==> config.mk <==
export PLATFORM = sky130hd
export DESIGN_NAME = rbse_front
export DESIGN_NICKNAME = d
export VERILOG_FILES = /design/src/design/rbse_pkg.sv /design/src/design/rbse_front.sv
export SDC_FILE = /design/constraint.sdc
export NUM_CORES = 1
export LEC_CHECK = 0
export ABC_AREA = 1
export BUFFER_PORTS_ARGS = -buffer_cell sky130_fd_sc_hd__clkbuf_2
export CORE_AREA = 2 2 227 229
export DETAILED_ROUTE_END_ITERATION = 12
export DIE_AREA = 0 0 229 231
export PLACE_DENSITY = 0.71
export SKIP_LAST_GASP = 1
export SLEW_MARGIN = 5
export SYNTH_ARGS = -nofsm -noshare
export SYNTH_HDL_FRONTEND = slang
export SYNTH_SLANG_ARGS = --single-unit
==> constraint.sdc <==
create_clock -name clk -period 34.3 [get_ports clk]
set_input_delay 1.715 -clock clk [delete_from_list [all_inputs] [get_ports clk]]
set_output_delay 1.715 -clock clk [all_outputs]
set_load 0.01 [all_outputs]
==> src/design/rbse_pkg.sv <==
package rbse_pkg;

	// Fixed-point format and field widths.
	localparam int FRAC_BITS = 24;
	localparam int COORD_W   = 48;
	localparam int WEIGHT_W  = 32;
	localparam int KNOT_W    = 32;
	localparam int PARAM_W   = FRAC_BITS + 1;
	localparam int CFG_W     = FRAC_BITS + 1;
	localparam int ORDER_W   = 2;
	localparam int ACT_W     = 2;
	localparam int SLOT_W    = 3;
	localparam int CIDX_W    = 2;

	// Intermediates saturate to plus or minus two to the sixtieth.
	localparam int SAT_EXP = 60;
	localparam int VAL_W   = SAT_EXP + 2;
	localparam int DIFF_W  = VAL_W + 1;
	localparam int SUM_W   = DIFF_W + 1;
	localparam int MAG_W   = VAL_W;

	// Number of control points and knots.
	localparam int NUM_PTS   = 4;
	localparam int NUM_KNOTS = 6;
	localparam int NUM_COMP  = 4;

	typedef logic signed [COORD_W-1:0] coord_t;
	typedef logic signed [KNOT_W-1:0]  knot_t;
	typedef logic signed [VAL_W-1:0]   val_t;
	typedef logic signed [DIFF_W-1:0]  dv_t;
	typedef logic        [MAG_W-1:0]   mag_t;
	typedef val_t [NUM_COMP-1:0]       row_t;

	localparam mag_t SAT_MAG = mag_t'(1) << SAT_EXP;
	localparam logic signed [SUM_W-1:0] SUM_SAT = SUM_W'(1) << SAT_EXP;
	localparam val_t ONE_VAL = val_t'(1) << FRAC_BITS;
	localparam logic [PARAM_W-1:0] PARAM_ONE = PARAM_W'(1) << FRAC_BITS;
	localparam val_t OUT_HI = (val_t'(1) << (COORD_W - 1)) - val_t'(1);
	localparam val_t OUT_LO = -(val_t'(1) << (COORD_W - 1));

	// Actions of an input word.
	localparam logic [ACT_W-1:0] ACT_POINT = 2'd0;
	localparam logic [ACT_W-1:0] ACT_KNOT  = 2'd1;
	localparam logic [ACT_W-1:0] ACT_EVAL  = 2'd2;

	// Configuration register indexes.
	localparam logic [CIDX_W-1:0] REG_ORDER  = 2'd0;
	localparam logic [CIDX_W-1:0] REG_START  = 2'd1;
	localparam logic [CIDX_W-1:0] REG_END    = 2'd2;
	localparam logic [CIDX_W-1:0] REG_FLOOR  = 2'd3;

	typedef struct packed {
		logic [ORDER_W-1:0] seg_order;
		logic [CFG_W-1:0]   range_start;
		logic [CFG_W-1:0]   range_end;
		logic [CFG_W-1:0]   weight_floor;
	} cfg_t;

	typedef struct packed {
		logic [ACT_W-1:0]    kind;
		logic [SLOT_W-1:0]   slot;
		coord_t              coord_x;
		coord_t              coord_y;
		coord_t              coord_z;
		logic [WEIGHT_W-1:0] weight;
		knot_t               knot_value;
		logic [PARAM_W-1:0]  param_t;
	} cmd_t;

	typedef struct packed {
		logic valid;
		cmd_t cmd;
	} qhead_t;

	// Magnitude of a signed difference.
	function automatic mag_t mag_of(dv_t v);
		logic [DIFF_W-1:0] t;
		t = v[DIFF_W-1] ? DIFF_W'(-v) : DIFF_W'(v);
		return t[MAG_W-1:0];
	endfunction

	// Saturating sum of two intermediates.
	function automatic val_t sat_add(dv_t a, dv_t b);
		logic signed [SUM_W-1:0] s;
		s = SUM_W'(a) + SUM_W'(b);
		if (s > SUM_SAT) begin
			s = SUM_SAT;
		end else if (s < -SUM_SAT) begin
			s = -SUM_SAT;
		end
		return val_t'(s);
	endfunction

	// Clamp an intermediate to the output coordinate width.
	function automatic coord_t sat_out(val_t v);
		val_t t;
		t = v;
		if (t > OUT_HI) begin
			t = OUT_HI;
		end else if (t < OUT_LO) begin
			t = OUT_LO;
		end
		return t[COORD_W-1:0];
	endfunction

endpackage

==> src/design/rbse_front.sv <==
module rbse_front import rbse_pkg::*; (
	input  logic                clk,
	input  logic                arst_n,
	input  logic                start,
	output logic                busy,
	input  logic [ACT_W-1:0]    action,
	input  logic [SLOT_W-1:0]   slot,
	input  coord_t              coord_x,
	input  coord_t              coord_y,
	input  coord_t              coord_z,
	input  logic [WEIGHT_W-1:0] weight,
	input  knot_t               knot_value,
	input  logic [PARAM_W-1:0]  param_t,
	input  logic                cfg_valid,
	output logic                cfg_ready,
	input  logic [CIDX_W-1:0]   cfg_index,
	input  logic [CFG_W-1:0]    cfg_data,
	input  logic                pop,
	output qhead_t              head,
	output cfg_t                cfg
);

	cmd_t       q_q [2];
	logic       wp_q, rp_q;
	logic [1:0] cnt_q;
	logic       accept, keep, push;
	cfg_t       cfg_q;

	// Classify the word: loads to a missing slot and unknown actions are dropped.
	always_comb begin
		accept = start && !busy;
		unique case (action)
			ACT_POINT: keep = (slot < SLOT_W'(NUM_PTS));
			ACT_KNOT:  keep = (slot < SLOT_W'(NUM_KNOTS));
			ACT_EVAL:  keep = 1'b1;
			default:   keep = 1'b0;
		endcase
		push = accept && keep;
	end

	// Two-entry queue towards the evaluation engine.
	always_ff @(posedge clk) begin
		if (push) begin
			q_q[wp_q] <= '{kind: action, slot: slot, coord_x: coord_x, coord_y: coord_y,
				coord_z: coord_z, weight: weight, knot_value: knot_value,
				param_t: param_t};
		end
	end

	always_ff @(posedge clk or negedge arst_n) begin
		if (!arst_n) begin
			wp_q  <= 1'b0;
			rp_q  <= 1'b0;
			cnt_q <= '0;
		end else begin
			if (push) begin
				wp_q <= ~wp_q;
			end
			if (pop) begin
				rp_q <= ~rp_q;
			end
			cnt_q <= cnt_q + {1'b0, push} - {1'b0, pop};
		end
	end

	// Configuration registers.
	always_ff @(posedge clk or negedge arst_n) begin
		if (!arst_n) begin
			cfg_q.seg_order    <= ORDER_W'(3);
			cfg_q.range_start  <= '0;
			cfg_q.range_end    <= PARAM_ONE;
			cfg_q.weight_floor <= CFG_W'(1);
		end else if (cfg_valid && cfg_ready) begin
			unique case (cfg_index)
				REG_ORDER: cfg_q.seg_order    <= cfg_data[ORDER_W-1:0];
				REG_START: cfg_q.range_start  <= cfg_data;
				REG_END:   cfg_q.range_end    <= cfg_data;
				REG_FLOOR: cfg_q.weight_floor <= cfg_data;
			endcase
		end
	end

	assign busy       = (cnt_q == 2'd2);
	assign cfg_ready  = 1'b1;
	assign head.valid = (cnt_q != 2'd0);
	assign head.cmd   = q_q[rp_q];
	assign cfg        = cfg_q;

endmodule

==> flow_metrics.py, run 1 <==
metrics = {
    "critical_path": {
        "worstReg2RegStart": "cnt_q[1]$_DFF_PN0_",
        "rr_worst_depth": 5,
        "worstPathRequired_ps": 32580,
        "crit_end": "head[83]",
        "crit_start": "rp_q$_DFFE_PN0P_",
        "r2r_end": "q_q[1][192]$_DFFE_PP_",
        "crit_arrival_ps": 3200,
        "startpoint_type": "flip-flop",
        "path_class": "reg -> out",
        "cp_max_fo": 134,
        "rrSetupSlack_ps": 31130,
        "crit_path_max_incr_delay_ps": 980,
        "slowest_stage": "dfrtp_4",
        "end_kind": "primary output",
        "crit_chain": "buf_12 -> mux2_4 -> clkbuf_2",
    },
    "synth": {
        "avgSynthCellArea_um2": 20.1,
        "postSynthCellCount": 1051,
        "synth_top_area_share_pct": 67.7,
        "ys_warn_count": 0,
        "ys_ff_latch": 557,
        "seq_area_frac_synth_pct": 77.3,
        "synth.distinct_cells": 22,
        "syn_nets": 1323,
        "syn_area_um2": 21100,
        "synth_area_leaders": "edfxtp_1 68%, mux2_4 14%, dfrtp_1 9.1%",
        "synth_top_cell_by_area": "edfxtp_1",
    },
    "global_routing": {
        "grt_max_degree": 135,
        "grt_pass1_vias": 11600,
        "grt_pass1_wl_um": 69100,
        "grt_usage_pct": 17.4,
        "grt-ovfl-total": 0,
        "antenna_found_initial": 12,
    },
    "route": {
        "route.detailed.drc": 0,
        "wl_per_cell_um": 20.0,
        "vias_per_cell": 4.75,
        "totalWireLength_um": 47700,
        "drtIter0Drc": 644,
        "ant_nets": 0,
        "drtPass1Iterations": 4,
        "routed-via-count": 11300,
    },
    "sta": {
        "worst_pin_slew_ps": 1300,
        "min_period_ps": 4920,
        "rsz0062_at_grt": "no",
        "hold_viol": 0,
        "drv_slew": 0,
        "period_share_pct": 14.3,
        "finalSetupViolations": 0,
        "slew_headroom_pct": 13.2,
        "hold_slack_ps": 486,
        "skew_ps": 14.9,
        "fmax_mhz": 203,
        "finalSetupTns_ps": 0,
    },
    "power": {
        "power_density_nw_per_um2": 78.7,
        "ir_drop_v": 0.0000524,
        "power.leakage_uw": 0.0111,
    },
    "layout": {
        "utilization_pct": 52.1,
        "drive_gt1_share_pct": 54.5,
        "flow.area_growth_from_synthesis_pct": 25.1,
        "layout.filler_cells": 4126,
        "nNetsFinal": 1932,
    },
    "cts": {
        "h-tree-depth": 2,
        "clk_latency_ps": 580,
        "cts.sinks": 557,
        "cts_root_buf": "clkbuf_16",
        "ctsResizeCount": 0,
        "post-cts-setup-buffer-count": 0,
        "cts_tree": "built",
        "cts.clk_slew.worst_paths_ps": 70,
        "postCtsHoldBufs": 0,
        "clk_path_buf_depth": 3,
        "cts_inserted_buffers": 53,
    },
    "floorplanning": {
        "fp.dieH_um": 231,
        "pin_count": 588,
        "die_x_um": 229,
        "dieArea_um2": 52900,
        "coreArea_um2": 50700,
        "initial_core_util_pct": 41.7,
        "row_count": 83,
    },
    "placement": {
        "place_hpwl_um": 34100,
        "port_buffers": 586,
        "gp_congestion": 0.847,
    },
    "flow_run": {
        "cap_viol_max_count": 0,
    },
    "run_status": {
        "status": "complete, no violations",
    },
    "worst_hold_path": {
        "holdCritPathClass": "reg -> reg",
    },
}
[critical path: cells and delay by family, from the launching register on]
family	cells	cell delay, ps
DFF	1	980
muxes	1	360
buffers and inverters	2	800
[synth_stat cells]
cell type / n
buf_6: 13
dfstp_2: 4
a21boi_0: 1
ha_1: 2
buf_12: 1
buf_2: 6
or2_2: 1
edfxtp_1: 476
xnor2_1: 2
nand3_1: 6
dfrtp_1: 77
buf_8: 11
mux2_2: 36
buf_4: 1
clkbuf_1: 11
nand2_1: 84
nor2_1: 3
conb_1: 1
mux2_4: 202
inv_1: 35
o21ai_0: 77
xor2_1: 1
[layout by cell type (no fill, tap or decap), types with 2 or more instances in the layout]
master	instances
o21ai_0	77
nand2_1	84
mux2_2	36
buf_4	11
clkbuf_2	585
clkbuf_16	56
clkbuf_1	6
inv_6	5
ha_1	2
mux2_4	202
bufinv_16	6
xnor2_1	2
dfrtp_1	76
dfstp_2	4
nand3_1	6
edfxtp_1	476
diode_2	5
clkinv_1	8
clkbuf_8	2
nor2_1	2
clkinv_2	13
inv_1	34
[routing by layer]
layer  GRT usage, %  part of all wire (%)  up-vias  routed length, um
met2           29.5                    50      500              23700
met1           20.3                    38     5571              18100
met3           6.56                   9.8       74               4680
met4           6.01                   2.3       10               1100
met5              0                  0.13        -                 63
li1               -                     -     5188                  -
[power by group]
part / leakage, uW / switching [uW] / internal [uW]
Clock: 0.000891 / 244 / 348
Sequential: 0.00536 / 43.5 / 853
Combinational: 0.00487 / 300 / 289
[area by class of cell]
cell class / count / area (um2) / share of cell area (%)
Timing Repair Buffer: 597 / 3030 / 11.5
Clock buffer: 64 / 1450 / 5.50
Tap cell: 680 / 851 / 3.22
Multi-Input combinational cell: 416 / 4260 / 16.1
Sequential cell: 557 / 16300 / 61.8
Inverter: 35 / 139 / 0.526
Antenna cell: 5 / 12.5 / 0.0474
Clock inverter: 35 / 342 / 1.29
[state kept, by name, indices dropped and copies added, names as in the netlist]
register  count
rp_q          1
cnt_q         2
wp_q          1
q_q         476
cfg          77
[logic make-up (layout without fill, tap and decap cells)]
kind of cell	count (synthesis)	in the layout	share of synthesized area, %
xor gates and xnor gates	3	3	0.124
AOI/OAI and AO/OA	78	78	1.86
muxes	238	238	16.3
adders and majority gates	2	2	0.118
and+or+nand+nor	94	94	1.72
other	1	6	0.0178
buffers and inverters	78	731	2.57
DFF	557	557	77.3
[metrics by stage]
stage | cell area (um2) | std cells | total power [uW] | setup WS (ps)
after floorplan | 21100 | 1051 | 1330 | 21590
after global placement | 24600 | 2285 | 1490 | 29760
after detailed placement | 24600 | 2285 | 1510 | 29730
after CTS | 26400 | 2384 | 2100 | 29360
after global routing | 26400 | 2388 | 2160 | 29250
final | 26400 | 2389 | 2080 | 29380
[worst min path at each step]
| stage | start | to | slack (ps) | depth (start not counted) |
|---|---|---|---|---|
| final | cfg[32]$_DFFE_PN0P_ | cfg[32]$_DFFE_PN0P_ | 490 | 2 |
| after global routing | cfg[19]$_DFFE_PN0P_ | cfg[19]$_DFFE_PN0P_ | 500 | 2 |
| after CTS | wp_q$_DFFE_PN0P_ | wp_q$_DFFE_PN0P_ | 490 | 2 |
| after detailed placement | wp_q$_DFFE_PN0P_ | wp_q$_DFFE_PN0P_ | 470 | 2 |
| after global placement | wp_q$_DFFE_PN0P_ | wp_q$_DFFE_PN0P_ | 460 | 2 |
| after floorplan | wp_q$_DFFE_PN0P_ | wp_q$_DFFE_PN0P_ | 440 | 2 |
(Power assumes the default switching activity.)
==> run 2: changes to the inputs <==
--- a/config.mk
+++ b/config.mk
@@ -5,11 +5,11 @@
 export SDC_FILE = /design/constraint.sdc
 export NUM_CORES = 1
 export LEC_CHECK = 0
-export ABC_AREA = 1
+export ABC_AREA = 0
 export BUFFER_PORTS_ARGS = -buffer_cell sky130_fd_sc_hd__clkbuf_2
-export CORE_AREA = 2 2 227 229
+export CORE_AREA = 2 2 228 230
 export DETAILED_ROUTE_END_ITERATION = 12
-export DIE_AREA = 0 0 229 231
+export DIE_AREA = 0 0 230 232
 export PLACE_DENSITY = 0.71
 export SKIP_LAST_GASP = 1
 export SLEW_MARGIN = 5
==> constraint.sdc (replaced) <==
create_clock -name clk -period 4.21 [get_ports clk]
set_input_delay 0.2105 -clock clk [delete_from_list [all_inputs] [get_ports clk]]
set_output_delay 0.2105 -clock clk [all_outputs]
set_load 0.01 [all_outputs]
==> run 2 against run 1 <==
- count of clock-buffer cells in the layout up 14
- cell area is 8.0% higher
- routed wire length is 6.7% higher
- non-clock buffer count up 271
- sequential power rose to 8.2 times the previous value
- synthesized cell count is 12% lower
- clock power grew to 8.0 times the previous value
- sequential share of layout area shrank 4.6 points
- highest routed layer is now met4
==> flow_metrics.py, run 2 <==
metrics = {
    "route": {
        "vias_per_cell": 4.72,
        "totalWireLength_um": 50900,
        "route.detailed.drc": 0,
        "drtIter0Drc": 564,
        "wl_per_cell_um": 19.9,
        "ant_nets": 0,
        "routed-via-count": 12100,
        "drtPass1Iterations": 5,
    },
    "global_routing": {
        "grt_pass1_vias": 13000,
        "grt_pass1_wl_um": 75300,
        "antenna_found_initial": 6,
        "grt_usage_pct": 18.4,
        "grt_max_degree": 102,
        "grt-ovfl-total": 0,
    },
    "floorplanning": {
        "initial_core_util_pct": 39.8,
        "row_count": 83,
        "dieArea_um2": 53400,
        "fp.dieH_um": 232,
        "pin_count": 588,
        "die_x_um": 230,
        "coreArea_um2": 50900,
    },
    "critical_path": {
        "r2r_end": "q_q[0][124]$_DFFE_PP_",
        "path_class": "reg -> out",
        "end_kind": "primary output",
        "cp_max_fo": 58,
        "rr_worst_depth": 4,
        "worstReg2RegStart": "cnt_q[1]$_DFF_PN0_",
        "rrSetupSlack_ps": 1760,
        "startpoint_type": "flip-flop",
        "worstPathRequired_ps": 4000,
        "crit_arrival_ps": 2650,
    },
    "layout": {
        "mostFrequentLayoutCells": "585 x clkbuf_2, 476 x edfxtp_1, 315 x mux2_2, 265 x dlygate4sd3_1, 76 x dfrtp_1",
        "layout.filler_cells": 3799,
        "final_common_cell": "clkbuf_2",
        "nNetsFinal": 2090,
        "utilization_pct": 56.1,
        "design_area_um2": 28500,
        "drive_gt1_share_pct": 54.4,
        "flow.area_growth_from_synthesis_pct": 41.0,
        "largest_register": "q_q",
        "largest_reg_flops": 476,
        "stdcell_count": 2553,
    },
    "synth": {
        "ys_top_cells_by_count": "476 x edfxtp_1, 315 x mux2_2, 77 x dfrtp_1",
        "async_flop_share_pct": 14.5,
        "ys.flop_type": "edfxtp_1",
        "ys_warn_count": 0,
        "seq_area_frac_synth_pct": 80.7,
        "synth_area_leaders": "edfxtp_1 71%, mux2_2 18%, dfrtp_1 9.5%",
        "postSynthCellCount": 927,
        "syn_area_um2": 20200,
        "synth_edf_count": 476,
        "synth.distinct_cells": 21,
        "synth_most_common_cell": "edfxtp_1",
        "synth_top_area_share_pct": 70.7,
        "avgSynthCellArea_um2": 21.8,
        "syn_nets": 1199,
        "ys_ff_latch": 557,
        "synth_top_cell_by_area": "edfxtp_1",
    },
    "worst_hold_path": {
        "holdCritPathClass": "in -> reg",
        "hold_end": "cfg[76]$_DFFE_PN1P_",
        "min_path_cells": 3,
        "hp-start": "cfg_index[1]",
    },
    "cts": {
        "cts_inserted_buffers": 55,
        "cts_root_buf": "clkbuf_16",
        "cts.sinks": 557,
        "ctsResizeCount": 0,
        "h-tree-depth": 2,
        "cts_tree": "built",
        "clk_latency_ps": 590,
        "clk_path_buf_depth": 3,
        "cts.clk_slew.worst_paths_ps": 60,
    },
    "sta": {
        "hold_viol": 0,
        "slew_headroom_pct": 38.5,
        "worst_pin_slew_ps": 922,
        "min_period_ps": 2860,
        "hold_slack_ps": 145,
        "finalSetupViolations": 0,
        "skew_ps": 9.31,
        "fmax_mhz": 350,
        "fin_ws_ps": 1350,
        "drv_slew": 0,
        "rsz0062_at_grt": "no",
        "period_share_pct": 67.8,
    },
    "power": {
        "power_frac_clock_pct": 28.5,
        "seqPwrFrac_pct": 44.0,
        "power.switching_uw": 4810,
        "pwr-share-comb_pct": 27.5,
        "power.internal_uw": 11900,
        "power.leakage_uw": 0.0112,
        "power_density_nw_per_um2": 585,
        "ir_drop_v": 0.000396,
        "swShare_pct": 28.8,
    },
    "placement": {
        "gp_congestion": 0.829,
        "port_buffers": 586,
        "place_area_um2": 24100,
        "place_inst": 2176,
        "pre_cts_ws_ps": 1740,
        "place_hpwl_um": 33100,
    },
    "flow_run": {
        "cap_viol_max_count": 0,
    },
    "run_status": {
        "status": "complete, no violations",
    },
}
## run 2: cell types whose count changed after synthesis, moves of 11 or more
cell / change
o21ai_0: -77
buf_2: +23
buf_6: -13
buf_8: -11
mux2_4: -202
clkbuf_1: -11
mux2_2: +279
nand2_1: -84
inv_1: -32
## run 2: worst max-delay path, stage by stage (launching register included)
cell and delay [ps]:
dfrtp_4 1010, buf_12 350, mux2_2 410, clkbuf_2 140
## run 2: worst max-delay path by stage
stage | slack (ps) | end | startpoint | depth (start not counted)
global route | 1250 | head[143] | rp_q$_DFFE_PN0P_ | 3
floorplan | -670 | q_q[0][0]$_DFFE_PP_ | cnt_q[1]$_DFF_PN0_ | 3
finish | 1350 | head[157] | rp_q$_DFFE_PN0P_ | 3
global placement | 1740 | q_q[0][127]$_DFFE_PP_ | action[1] | 5
CTS | 1330 | head[85] | rp_q$_DFFE_PN0P_ | 3
detailed placement | 1740 | q_q[0][128]$_DFFE_PP_ | action[1] | 5
## run 2: area by class of cell
class	instances	area, um2	share of cell area, %
timing repair buffer	868	5820	20.4
clock inverter	26	194	0.680
inverter	3	11.3	0.0395
multi-input combinational	333	3720	13.0
antenna	8	20.0	0.0702
tap	680	851	2.98
clock buffer	78	1580	5.55
sequential	557	16300	57.2
## run 2: per-stage QoR
stage / TNS (ps) / total power (uW)
4_1_cts: 0 / 16800
2_1_floorplan: -320160 / 9960
3_3_place_gp: 0 / 11700
6_report: 0 / 16700
3_5_place_dp: 0 / 11800
5_1_grt: 0 / 17400
## run 2: kinds of logic after synthesis
kind of cell / after synthesis / share of synthesized area [%]
flops: 557 / 80.7
mux: 315 / 17.5
buf+inv: 37 / 1.02
simple gates: 9 / 0.328
xor+xnor: 4 / 0.173
fa+ha+maj: 2 / 0.124
compound gates: 2 / 0.0990
other cells: 1 / 0.0185
## run 2: per-layer routing
metal	vias up	share of wire, %	track usage [%]
met5	-	0	0
met1	6015	38	21.0
met4	0	3.2	7.12
met2	518	51	32.1
li1	5429	-	-
met3	100	8.3	6.09
## run 2: power groups by stage
stage                     combinational (uW)  clock [uW]  sequential, uW
final                                   4590        4750            7340
after global routing                    4860        5070            7420
after CTS                               4600        4860            7340
after detailed placement                4360           0            7450
after global placement                  4330           0            7390
after floorplan                         2550           0            7410
## run 2: what timing repair did
| action | in CTS | in global routing |
|---|---|---|
| hold buffers | 265 | 0 |
| hold endpoints to repair | 601 | 0 |
| setup buffers | 0 | 0 |
